==> src/hw/rtl/lrukv_pkg.sv <==
// shared constants and types for the lru key-value table
`timescale 1ns / 1ps
package lrukv_pkg;
    localparam int TABLE_DEPTH = 16;
    localparam int KEY_BITS    = 64;
    localparam int VALUE_BITS  = 64;
    localparam int RANK_BITS   = $clog2(TABLE_DEPTH);
    localparam int CNT_BITS    = $clog2(TABLE_DEPTH + 1);
    localparam int DL_BITS     = 41;

    typedef enum logic [2:0] {
        KIND_SET     = 3'd0,
        KIND_SET_TTL = 3'd1,
        KIND_GET     = 3'd2,
        KIND_DEL     = 3'd3,
        KIND_QUERY   = 3'd4
    } kind_t;

    typedef enum logic [1:0] {
        ST_OK        = 2'd0,
        ST_ABSENT    = 2'd1,
        ST_NO_EXPIRY = 2'd2,
        ST_EXPIRY    = 2'd3
    } status_t;

    // command broadcast from the controller to every cell
    typedef struct packed {
        logic                 drop_rank;  // drop the entry holding rank ref_rank
        logic                 touch;      // cell holding ref_rank becomes newest
        logic                 write;      // cell with write_sel set stores payload
        logic                 insert;     // write is a fresh key
        logic [RANK_BITS-1:0] ref_rank;
        logic [RANK_BITS-1:0] new_rank;
        logic [TABLE_DEPTH-1:0] write_sel;
        logic                 expires;
        logic [DL_BITS-1:0]   deadline;
        logic [KEY_BITS-1:0]  key;
        logic [VALUE_BITS-1:0] value;
    } cell_cmd_t;

    // status a cell reports back
    typedef struct packed {
        logic                  valid;
        logic                  hit;
        logic                  expires;
        logic [RANK_BITS-1:0]  rank;
        logic [DL_BITS-1:0]    deadline;
        logic [VALUE_BITS-1:0] value;
    } cell_stat_t;
endpackage

==> src/hw/rtl/lrukv_req_if.sv <==
// request and result channel interfaces
`timescale 1ns / 1ps
interface lrukv_req_if;
    logic        valid;
    logic        ready;
    logic [2:0]  kind;
    logic [63:0] key;
    logic [63:0] value;
    logic [31:0] ttl_seconds;
    logic [39:0] now_seconds;
    modport source (output valid, kind, key, value, ttl_seconds, now_seconds, input ready);
    modport sink (input valid, kind, key, value, ttl_seconds, now_seconds, output ready);
endinterface

interface lrukv_rsp_if;
    logic        valid;
    logic        ready;
    logic [1:0]  status;
    logic [63:0] read_value;
    logic [31:0] remaining_seconds;
    modport source (output valid, status, read_value, remaining_seconds, input ready);
    modport sink (input valid, status, read_value, remaining_seconds, output ready);
endinterface

==> src/hw/rtl/lru_ttl_key_value_table.sv <==
// lru key-value table with per-key expiry, built from a row of slot cells
// A get, delete, query or unused kind goes from acceptance to a valid result through the
// request registers, the key compare in every cell (S_MATCH), the decision (S_DECIDE) and
// the output register load (S_OUT). A set of a present key passes through S_TRIM, which
// drops the keys trimmed after max_entries was lowered. A set of a new key goes through
// S_EVICT, which evicts least recently used keys until below the limit, then S_WRITE and S_TRIM.
// The block takes one request at a time and takes no new one while a result waits
// unaccepted in the output register; max_entries is written by cfg_we/cfg_data.
`timescale 1ns / 1ps
module lru_ttl_key_value_table (
    input  logic             clk,
    input  logic             rst_n,
    input  logic             cfg_we,
    input  logic [4:0]       cfg_data,
    lrukv_req_if.sink        req,
    lrukv_rsp_if.source      rsp
);
    import lrukv_pkg::*;

    typedef enum logic [6:0] {
        S_IDLE   = 7'b0000001,
        S_MATCH  = 7'b0000010,
        S_DECIDE = 7'b0000100,
        S_EVICT  = 7'b0001000,
        S_WRITE  = 7'b0010000,
        S_TRIM   = 7'b0100000,
        S_OUT    = 7'b1000000
    } state_t;

    state_t                state_reg, state_next;
    logic [4:0]            max_reg;
    logic [CNT_BITS-1:0]   count_reg, count_next;
    kind_t                 kind_reg;
    logic [KEY_BITS-1:0]   key_reg;
    logic [VALUE_BITS-1:0] value_reg;
    logic [31:0]           ttl_reg;
    logic [39:0]           now_reg;
    logic [TABLE_DEPTH-1:0] hit_reg;
    logic [TABLE_DEPTH-1:0] free_sel;
    logic                  found;
    logic [RANK_BITS-1:0]  hit_rank;
    logic                  hit_exp;
    logic [DL_BITS-1:0]    hit_dl;
    logic [VALUE_BITS-1:0] hit_val;
    logic [CNT_BITS-1:0]   lim;
    logic [1:0]            status_reg, status_next;
    logic [63:0]           rd_reg, rd_next;
    logic [31:0]           rem_reg, rem_next;
    logic                  out_valid_reg;
    cell_cmd_t             cmd;
    cell_stat_t            stat [TABLE_DEPTH];
    logic [DL_BITS-1:0]    now_ext;
    logic                  expired;

    genvar g;
    generate
        for (g = 0; g < TABLE_DEPTH; g++)
        begin : g_cell
            lrukv_cell u_cell (
                .clk       (clk),
                .rst_n     (rst_n),
                .self_sel  (cmd.write_sel[g]),
                .match_key (key_reg),
                .cmd       (cmd),
                .stat      (stat[g])
            );
        end
    endgenerate

    // limit clamped to 1..TABLE_DEPTH
    always_comb
    begin
        if (max_reg == '0)
            lim = CNT_BITS'(1);
        else if (32'(max_reg) > TABLE_DEPTH)
            lim = CNT_BITS'(TABLE_DEPTH);
        else
            lim = CNT_BITS'(max_reg);
    end

    // registered hit vector is one-hot at most; or-reduce the hit cell fields
    always_comb
    begin
        found    = |hit_reg;
        hit_rank = '0;
        hit_exp  = 1'b0;
        hit_dl   = '0;
        hit_val  = '0;
        for (int i = 0; i < TABLE_DEPTH; i++)
        begin
            if (hit_reg[i])
            begin
                hit_rank = hit_rank | stat[i].rank;
                hit_exp  = hit_exp | stat[i].expires;
                hit_dl   = hit_dl | stat[i].deadline;
                hit_val  = hit_val | stat[i].value;
            end
        end
    end

    // lowest free slot
    always_comb
    begin
        free_sel = '0;
        for (int i = TABLE_DEPTH - 1; i >= 0; i--)
        begin
            if (!stat[i].valid)
                free_sel = TABLE_DEPTH'(1) << i;
        end
    end

    assign now_ext = {1'b0, now_reg};
    assign expired = hit_exp && (now_ext >= hit_dl);

    always_comb
    begin
        state_next     = state_reg;
        count_next     = count_reg;
        cmd            = '0;
        cmd.key        = key_reg;
        cmd.value      = value_reg;
        cmd.expires    = (kind_reg == KIND_SET_TTL);
        cmd.deadline   = (kind_reg == KIND_SET_TTL) ?
                         (now_ext + DL_BITS'(ttl_reg)) : '0;
        unique case (state_reg)
            S_IDLE:
            begin
                if (req.valid && req.ready)
                    state_next = S_MATCH;
            end
            S_MATCH:
                state_next = S_DECIDE;
            S_DECIDE:
            begin
                state_next = S_OUT;
                case (kind_reg)
                    KIND_SET, KIND_SET_TTL:
                    begin
                        if (found)
                        begin
                            cmd.touch     = 1'b1;
                            cmd.ref_rank  = hit_rank;
                            cmd.new_rank  = RANK_BITS'(count_reg - 1'b1);
                            cmd.write     = 1'b1;
                            cmd.write_sel = hit_reg;
                            state_next    = S_TRIM;
                        end
                        else
                            state_next = S_EVICT;
                    end
                    KIND_GET:
                    begin
                        if (found)
                        begin
                            cmd.ref_rank = hit_rank;
                            if (expired)
                            begin
                                cmd.drop_rank = 1'b1;
                                count_next    = count_reg - 1'b1;
                            end
                            else
                            begin
                                cmd.touch    = 1'b1;
                                cmd.new_rank = RANK_BITS'(count_reg - 1'b1);
                            end
                        end
                    end
                    KIND_DEL:
                    begin
                        if (found)
                        begin
                            cmd.ref_rank  = hit_rank;
                            cmd.drop_rank = 1'b1;
                            count_next    = count_reg - 1'b1;
                        end
                    end
                    KIND_QUERY:
                    begin
                        if (found && expired)
                        begin
                            cmd.ref_rank  = hit_rank;
                            cmd.drop_rank = 1'b1;
                            count_next    = count_reg - 1'b1;
                        end
                    end
                    default: ;
                endcase
            end
            S_EVICT:
            begin
                // make room for a new key, one victim per cycle
                if (count_reg >= lim)
                begin
                    cmd.drop_rank = 1'b1;
                    cmd.ref_rank  = '0;
                    count_next    = count_reg - 1'b1;
                end
                else
                    state_next = S_WRITE;
            end
            S_WRITE:
            begin
                cmd.write     = 1'b1;
                cmd.insert    = 1'b1;
                cmd.write_sel = free_sel;
                cmd.new_rank  = RANK_BITS'(count_reg);
                count_next    = count_reg + 1'b1;
                state_next    = S_TRIM;
            end
            S_TRIM:
            begin
                if (count_reg > lim)
                begin
                    cmd.drop_rank = 1'b1;
                    cmd.ref_rank  = '0;
                    count_next    = count_reg - 1'b1;
                end
                else
                    state_next = S_OUT;
            end
            S_OUT:
            begin
                if (!out_valid_reg || rsp.ready)
                    state_next = S_IDLE;
            end
            default:
                state_next = S_IDLE;
        endcase
    end

    // result fields decided from the hit cell
    always_comb
    begin
        status_next = ST_ABSENT;
        rd_next     = '0;
        rem_next    = '0;
        case (kind_reg)
            KIND_SET, KIND_SET_TTL:
                status_next = ST_OK;
            KIND_GET:
            begin
                if (found && !expired)
                begin
                    status_next = ST_OK;
                    rd_next     = hit_val;
                end
            end
            KIND_DEL:
            begin
                if (found)
                    status_next = ST_OK;
            end
            KIND_QUERY:
            begin
                if (found && !hit_exp)
                    status_next = ST_NO_EXPIRY;
                else if (found && !expired)
                begin
                    status_next = ST_EXPIRY;
                    rem_next    = 32'(hit_dl - now_ext);
                end
            end
            default: ;
        endcase
    end

    always_ff @(posedge clk or negedge rst_n)
    begin
        if (!rst_n)
        begin
            state_reg     <= S_IDLE;
            count_reg     <= '0;
            max_reg       <= 5'd16;
            out_valid_reg <= 1'b0;
        end
        else
        begin
            state_reg <= state_next;
            count_reg <= count_next;
            if (cfg_we)
                max_reg <= cfg_data;
            if (state_reg == S_OUT && (!out_valid_reg || rsp.ready))
                out_valid_reg <= 1'b1;
            else if (out_valid_reg && rsp.ready)
                out_valid_reg <= 1'b0;
        end
    end

    always_ff @(posedge clk)
    begin
        if (req.valid && req.ready)
        begin
            kind_reg  <= kind_t'(req.kind);
            key_reg   <= req.key;
            value_reg <= req.value;
            ttl_reg   <= req.ttl_seconds;
            now_reg   <= req.now_seconds;
        end
        if (state_reg == S_MATCH)
        begin
            for (int i = 0; i < TABLE_DEPTH; i++)
                hit_reg[i] <= stat[i].hit;
        end
        if (state_reg == S_DECIDE)
        begin
            status_reg <= status_next;
            rd_reg     <= rd_next;
            rem_reg    <= rem_next;
        end
    end

    // a new item is taken only once the output register is free at this edge
    assign req.ready             = (state_reg == S_IDLE) && (!out_valid_reg || rsp.ready);
    assign rsp.valid             = out_valid_reg;
    assign rsp.status            = status_reg;
    assign rsp.read_value        = rd_reg;
    assign rsp.remaining_seconds = rem_reg;

    a_count_bound: assert property (@(posedge clk) disable iff (!rst_n)
        count_reg <= CNT_BITS'(TABLE_DEPTH))
        else $error("entry count exceeds table depth");
    a_one_hit: assert property (@(posedge clk) disable iff (!rst_n)
        state_reg == S_DECIDE |-> $onehot0(hit_reg))
        else $error("key present in more than one slot");
    a_no_accept_busy: assert property (@(posedge clk) disable iff (!rst_n)
        state_reg != S_IDLE |-> !req.ready)
        else $error("request taken while busy");
endmodule

==> src/hw/rtl/lrukv_cell.sv <==
// one table slot: key, value, expiry and recency rank
`timescale 1ns / 1ps
module lrukv_cell (
    input  logic                  clk,
    input  logic                  rst_n,
    input  logic                  self_sel,
    input  logic [lrukv_pkg::KEY_BITS-1:0] match_key,
    input  lrukv_pkg::cell_cmd_t  cmd,
    output lrukv_pkg::cell_stat_t stat
);
    import lrukv_pkg::*;

    logic                  valid_reg;
    logic                  expires_reg;
    logic [KEY_BITS-1:0]   key_reg;
    logic [VALUE_BITS-1:0] value_reg;
    logic [DL_BITS-1:0]    deadline_reg;
    logic [RANK_BITS-1:0]  rank_reg;
    logic                  is_ref;
    logic                  above_ref;

    assign is_ref    = valid_reg && (rank_reg == cmd.ref_rank);
    assign above_ref = valid_reg && (rank_reg > cmd.ref_rank);

    always_ff @(posedge clk or negedge rst_n)
    begin
        if (!rst_n)
        begin
            valid_reg   <= 1'b0;
            expires_reg <= 1'b0;
        end
        else if (cmd.write && self_sel)
        begin
            valid_reg   <= 1'b1;
            expires_reg <= cmd.expires;
        end
        else if (cmd.drop_rank && is_ref)
        begin
            valid_reg   <= 1'b0;
            expires_reg <= 1'b0;
        end
    end

    always_ff @(posedge clk)
    begin
        if (cmd.write && self_sel)
        begin
            value_reg    <= cmd.value;
            deadline_reg <= cmd.deadline;
            if (cmd.insert)
            begin
                key_reg  <= cmd.key;
                rank_reg <= cmd.new_rank;
            end
        end
        if ((cmd.drop_rank || cmd.touch) && above_ref)
            rank_reg <= rank_reg - 1'b1;
        else if (cmd.touch && is_ref)
            rank_reg <= cmd.new_rank;
    end

    assign stat.valid    = valid_reg;
    assign stat.hit      = valid_reg && (key_reg == match_key);
    assign stat.expires  = expires_reg;
    assign stat.rank     = rank_reg;
    assign stat.deadline = deadline_reg;
    assign stat.value    = value_reg;
endmodule

==> src/flat_wrapper.sv <==
// flat-port wrapper written by rule: the top's interface ports become plain ports
module lru_ttl_key_value_table_flat import lrukv_pkg::*;
  (clk, rst_n, cfg_we, cfg_data, req_valid, req_kind, req_key, req_value, req_ttl_seconds, req_now_seconds, req_ready, rsp_valid, rsp_status, rsp_read_value, rsp_remaining_seconds, rsp_ready);
  lrukv_req_if req_i ();
  lrukv_rsp_if rsp_i ();
  input  logic clk;
  input  logic rst_n;
  input  logic cfg_we;
  input  logic [4:0] cfg_data;
  input wire logic [$bits(req_i.valid)-1:0] req_valid;
  input wire logic [$bits(req_i.kind)-1:0] req_kind;
  input wire logic [$bits(req_i.key)-1:0] req_key;
  input wire logic [$bits(req_i.value)-1:0] req_value;
  input wire logic [$bits(req_i.ttl_seconds)-1:0] req_ttl_seconds;
  input wire logic [$bits(req_i.now_seconds)-1:0] req_now_seconds;
  output wire logic [$bits(req_i.ready)-1:0] req_ready;
  output wire logic [$bits(rsp_i.valid)-1:0] rsp_valid;
  output wire logic [$bits(rsp_i.status)-1:0] rsp_status;
  output wire logic [$bits(rsp_i.read_value)-1:0] rsp_read_value;
  output wire logic [$bits(rsp_i.remaining_seconds)-1:0] rsp_remaining_seconds;
  input wire logic [$bits(rsp_i.ready)-1:0] rsp_ready;
  assign req_i.valid = req_valid;
  assign req_i.kind = req_kind;
  assign req_i.key = req_key;
  assign req_i.value = req_value;
  assign req_i.ttl_seconds = req_ttl_seconds;
  assign req_i.now_seconds = req_now_seconds;
  assign req_ready = req_i.ready;
  assign rsp_valid = rsp_i.valid;
  assign rsp_status = rsp_i.status;
  assign rsp_read_value = rsp_i.read_value;
  assign rsp_remaining_seconds = rsp_i.remaining_seconds;
  assign rsp_i.ready = rsp_ready;
  lru_ttl_key_value_table u_core (.clk(clk), .rst_n(rst_n), .cfg_we(cfg_we), .cfg_data(cfg_data), .req(req_i), .rsp(rsp_i));
endmodule
==> config.mk <==
export PLATFORM = sky130hd
export DESIGN_NAME = lru_ttl_key_value_table_flat
export DESIGN_NICKNAME = d
export VERILOG_FILES = /design/src/hw/rtl/lrukv_pkg.sv /design/src/hw/rtl/lrukv_req_if.sv /design/src/hw/rtl/lru_ttl_key_value_table.sv /design/src/hw/rtl/lrukv_cell.sv /design/src/flat_wrapper.sv
export SDC_FILE = /design/constraint.sdc
export NUM_CORES = 2
export LEC_CHECK = 0
export ABC_AREA = 1
export BUFFER_PORTS_ARGS = -buffer_cell sky130_fd_sc_hd__buf_2
export CORE_ASPECT_RATIO = 1.4
export CORE_MARGIN = 3
export CORE_UTILIZATION = 50
export CTS_BUF_LIST = sky130_fd_sc_hd__clkbuf_16
export DETAILED_ROUTE_END_ITERATION = 10
export GPL_ROUTABILITY_DRIVEN = 0
export PLACE_DENSITY = 0.66
export REMOVE_ABC_BUFFERS = 1
export SYNTH_ARGS = -nofsm -noshare
export SYNTH_HDL_FRONTEND = slang
export SYNTH_SLANG_ARGS = --single-unit
==> constraint.sdc <==
create_clock -name clk -period 22.7 [get_ports clk]
set_input_delay 1.135 -clock clk [delete_from_list [all_inputs] [get_ports clk]]
set_output_delay 1.135 -clock clk [all_outputs]
set_load 0.01 [all_outputs]
==> impl_results.html <==
<table>
<tr><th>Metric</th><th>Value</th></tr>
<tr><th colspan="2">Power and ir drop</th></tr>
<tr><td>LEAKAGE</td><td>49.6 nW</td></tr>
<tr><td>Peak supply drop</td><td>slightly above 0.00008 V</td></tr>
<tr><td>Cell Pwr Density</td><td>roughly 100 nW/um2</td></tr>
<tr><th colspan="2">Synthesis</th></tr>
<tr><td>Area share of the leading cell type in the synthesized netlist</td><td>around three quarters</td></tr>
<tr><td>Primary flip-flop cell chosen by synthesis mapping</td><td>sky130_fd_sc_hd__edfxtp_1</td></tr>
<tr><td>Largest area contributor in the netlist</td><td>sky130_fd_sc_hd__edfxtp_1</td></tr>
<tr><td>Cell area after synthesis</td><td>between 100,000 and 150,000 um2</td></tr>
<tr><td>Count of state elements after synthesis</td><td>3,135</td></tr>
<tr><td>Syn Inst Count</td><td>between 8,000 and 9,000</td></tr>
<tr><td>Async SR Flop Fraction</td><td>1.59%</td></tr>
<tr><td>Number of enable-type register cells in the synthesized netlist</td><td>approximately 3,100</td></tr>
<tr><td>Mean instance size in the synthesized netlist</td><td>between 10 and 15 um2</td></tr>
<tr><td>Synth top area cells</td><td>sky130_fd_sc_hd__edfxtp_1 (73%), sky130_fd_sc_hd__nand2_1 (4.1%), sky130_fd_sc_hd__a22o_1 (2.7%)</td></tr>
<tr><td>Synth unique cells</td><td>71</td></tr>
<tr><td>Proportion of synthesized chip area in sequential cells</td><td>about 74%</td></tr>
<tr><td>Synth Warn #</td><td>0</td></tr>
<tr><th colspan="2">Floorplan</th></tr>
<tr><td>Die area</td><td>between 200,000 and 300,000 um2</td></tr>
<tr><td>Number of rows created at floorplan</td><td>217</td></tr>
<tr><td>Area of the core region</td><td>roughly 250,000 um2</td></tr>
<tr><td>Starting density of the core</td><td>50.5%</td></tr>
<tr><td>Width of the die</td><td>between 400 and 500 um</td></tr>
<tr><td>Floorplan die height</td><td>601 um</td></tr>
<tr><td>IO Count</td><td>between 300 and 400</td></tr>
<tr><th colspan="2">Worst setup path</th></tr>
<tr><td>Type of element capturing the critical path</td><td>flip-flop</td></tr>
<tr><td>Beginning of the critical path</td><td>u_core.hit_reg[5]$_DFFE_PP_</td></tr>
<tr><td>CP Data Arrival Time</td><td>between 8000 and 9000 ps</td></tr>
<tr><td>Capturing element of the worst setup path</td><td>u_core.g_cell[8].u_cell.rank_reg[2]$_DFFE_PP_</td></tr>
<tr><td>CP most frequent cell</td><td>sky130_fd_sc_hd__nand2_1</td></tr>
<tr><td>Register-to-Register Path Depth</td><td>26</td></tr>
<tr><td>Cell with the largest stage delay on the worst path</td><td>sky130_fd_sc_hd__nand3_1</td></tr>
<tr><td>Setup slack of the most critical reg-to-reg path</td><td>14,940 ps</td></tr>
<tr><td>Worst R2R Start</td><td>u_core.hit_reg[5]$_DFFE_PP_</td></tr>
<tr><td>Reg-to-reg endpoint</td><td>u_core.g_cell[8].u_cell.rank_reg[2]$_DFFE_PP_</td></tr>
<tr><td>Delay of the slowest cell on the worst path</td><td>roughly 900 ps</td></tr>
<tr><td>Critical Path Source Type</td><td>flip-flop</td></tr>
<tr><td>Classification of the worst setup path</td><td>flip-flop to flip-flop</td></tr>
<tr><td>Data required time of the critical path</td><td>23,240 ps</td></tr>
<tr><td>Largest fanout on the critical path</td><td>91</td></tr>
<tr><th colspan="2">STA</th></tr>
<tr><td>Setup TNS</td><td>0 ps</td></tr>
<tr><td>Time the final worst path needs with I/O delays and setup</td><td>a little under 8000 ps</td></tr>
<tr><td>Highest clock frequency the design can meet</td><td>roughly 130 MHz</td></tr>
<tr><td>Max-slew violation count</td><td>8</td></tr>
<tr><td>Slew at the pin closest to its max-slew limit</td><td>between 1500 and 2000 ps</td></tr>
<tr><td>RSZ-0062 raised after global routing</td><td>false</td></tr>
<tr><td>Worst relative slew slack</td><td>-9.18%</td></tr>
<tr><td>Skew final</td><td>~97 ps</td></tr>
<tr><td>Hold Worst Slack</td><td>around 400 ps</td></tr>
<tr><td>Share of the clock period used by the worst path after layout</td><td>around 34%</td></tr>
<tr><td>Final setup violation count</td><td>0</td></tr>
<tr><td>Final hold violation count</td><td>0</td></tr>
<tr><th colspan="2">CTS</th></tr>
<tr><td>Cts hold-fix bufs</td><td>0</td></tr>
<tr><td>Number of post-CTS setup repair buffers</td><td>0</td></tr>
<tr><td>Number of gates resized after cts</td><td>0</td></tr>
<tr><td>Worst-skew pair later-pin latency</td><td>around 920 ps</td></tr>
<tr><td>Clock tree from TritonCTS</td><td>done</td></tr>
<tr><td>H-tree Lvls</td><td>5</td></tr>
<tr><td>Clock buffers created by TritonCTS</td><td>303</td></tr>
<tr><td>Clock Tree Root</td><td>sky130_fd_sc_hd__clkbuf_16</td></tr>
<tr><td>Clock tree buffer depth</td><td>4</td></tr>
<tr><td>TritonCTS Sinks</td><td>~3,100</td></tr>
<tr><td>Reg clk slew, reported paths</td><td>approximately 60 ps</td></tr>
<tr><th colspan="2">Global routing</th></tr>
<tr><td>Antenna violations before repair</td><td>25</td></tr>
<tr><td>Number of global-route vias before repair</td><td>81,543</td></tr>
<tr><td>Routing usage on met3</td><td>between 6 and 7%</td></tr>
<tr><td>Met2 track utilization from global routing</td><td>between 50% and 60%</td></tr>
<tr><td>Maximum number of pins on one net before global-route repair</td><td>roughly 110</td></tr>
<tr><td>Remaining global-route overflow</td><td>0</td></tr>
<tr><td>Gr usage total</td><td>around a third</td></tr>
<tr><td>Busiest layer in global routing</td><td>met2</td></tr>
<tr><td>Wire length of the first global-routing pass</td><td>589,000 um</td></tr>
<tr><td>GR met1 Demand/Resource</td><td>between 30% and 40%</td></tr>
<tr><th colspan="2">Detailed routing</th></tr>
<tr><td>Average wire per standard cell</td><td>approximately 33 um</td></tr>
<tr><td>TritonRoute pass-1 iters</td><td>7</td></tr>
<tr><td>DRC violation count after routing</td><td>0</td></tr>
<tr><td>Total via count after detailed routing</td><td>around 84,000</td></tr>
<tr><td>Detailed-route vias per instance</td><td>~6.6</td></tr>
<tr><td>Aggregate routed wire length</td><td>between 400,000 and 500,000 um</td></tr>
<tr><td>Initial DRC count</td><td>between 10,000 and 15,000</td></tr>
<tr><td>Count of antenna-violating nets left after detailed routing</td><td>0</td></tr>
<tr><th colspan="2">Worst hold path</th></tr>
<tr><td>Hold crit path type</td><td>primary input to async pin</td></tr>
<tr><th colspan="2">Outcome</th></tr>
<tr><td>Failing checks</td><td>max-capacitance violations, max-slew violations</td></tr>
<tr><td>Result of the run</td><td>finished, violations left</td></tr>
<tr><th colspan="2">Layout</th></tr>
<tr><td>Proportion of layout cells with a drive suffix above 1</td><td>12.1%</td></tr>
<tr><td>Total Nets Final</td><td>slightly below 10,000</td></tr>
<tr><td>Final Util</td><td>56.8%</td></tr>
<tr><td>Area growth, synth to finish</td><td>12.5%</td></tr>
<tr><th colspan="2">Run</th></tr>
<tr><td>Number of max-capacitance violations reported</td><td>2</td></tr>
<tr><th colspan="2">Placed design</th></tr>
<tr><td>Quantity of I/O buffers inserted on ports</td><td>around 310</td></tr>
<tr><td>Detailed placer's ending HPWL</td><td>around 240,000 um</td></tr>
</table>
-- cell usage after synthesis, drive strengths merged (29+ instances only) --
cell type,count
edfxtp,3085
nand2,1413
inv,461
o21ai,398
a22o,388
a221oi,363
nor2,293
clkbuf,262
a21oi,210
o22ai,210
nand3,203
ha,190
xor2,180
nor4,175
xnor2,143
buf,116
nand4,115
or2,75
a41oi,61
a211oi,49
dfrtp,48
nor3,37
a2111oi,29
-- placed cells by master (no fill, tap or decap), types with 209 or more instances in the layout --
cell type                      n
sky130_fd_sc_hd__a22o_1      388
sky130_fd_sc_hd__edfxtp_1   3085
sky130_fd_sc_hd__clkbuf_16   312
sky130_fd_sc_hd__buf_4       231
sky130_fd_sc_hd__nand2_1    1390
sky130_fd_sc_hd__inv_1       499
sky130_fd_sc_hd__buf_2       312
sky130_fd_sc_hd__a221oi_1    363
sky130_fd_sc_hd__a21oi_1     209
sky130_fd_sc_hd__nor2_1      283
sky130_fd_sc_hd__o21ai_0     384
-- logic make-up after synthesis --
kind of cell / Yosys count / synth area share [%]
and+or+nand+nor: 2395 / 8.46
buffers and inverters: 858 / 2.63
DFF: 3135 / 74.2
adders and majority gates: 192 / 1.91
AOI/OAI and AO/OA: 1860 / 10.6
xor gates and xnor gates: 323 / 2.24
-- per-layer routing --
| layer | vias up | routed length, um |
|---|---|---|
| met1 | 41528 | 144000 |
| met4 | 8 | 31500 |
| li1 | 34602 | - |
| met3 | 1557 | 48700 |
| met2 | 6335 | 197000 |
| met5 | - | 60 |
-- stage by stage --
stage	setup WS [ps]	instance area (um2)	instances	power (mW)
floorplan	5810	125000	8385	8.27
global placement	15270	133000	12232	9.42
detailed placement	15030	133000	12232	9.46
CTS	15010	142000	12771	14.2
global route	14420	142000	12776	14.6
finish	14940	142000	12788	14.3
-- worst min path at each step --
stage,startpoint,to,slack [ps]
6_report,rst_n,u_core.max_reg[2]$_DFFE_PN0P_,390
5_1_grt,req_value[62],u_core.value_reg[62]$_DFFE_PP_,370
4_1_cts,req_value[54],u_core.value_reg[54]$_DFFE_PP_,350
3_5_place_dp,u_core.key_reg[10]$_DFFE_PP_,u_core.g_cell[9].u_cell.key_reg[10]$_DFFE_PP_,470
3_3_place_gp,u_core.key_reg[10]$_DFFE_PP_,u_core.g_cell[9].u_cell.key_reg[10]$_DFFE_PP_,470
2_1_floorplan,u_core.count_reg[4]$_DFFE_PN0P_,u_core.count_reg[4]$_DFFE_PN0P_,450
-- final cells by class --
| type | count | area [um2] |
|---|---|---|
| Antenna cell | 17 | 42.5 |
| Clock buffer | 312 | 7810 |
| Clock inverter | 227 | 1490 |
| Fill cell | 19459 | 108000 |
| Inverter | 480 | 1810 |
| Multi-Input combinational cell | 4770 | 29600 |
| Sequential cell | 3135 | 93900 |
| Tap cell | 3285 | 4110 |
| Timing Repair Buffer | 562 | 3680 |
-- critical path: cells and delay by family (launching register included) --
family                   cells  cell delay (ps)
adder cells (fa/ha/maj)      2             1020
buffers and inverters        4             1130
AND/OR/NAND/NOR             15             3260
AO/OA/AOI/OAI                5             1500
flip-flops                   1              410
-- report_power, final --
| part | total (mW) | internal [mW] | switching [mW] |
|---|---|---|---|
| clock | 4.85 | 2.68 | 2.16 |
| combinational | 2.41 | 0.574 | 1.83 |
| sequential | 7.04 | 6.80 | 0.232 |
| total | 14.3 | 10.1 | 4.23 |
No activity file was read; power rests on OpenSTA's default activity.
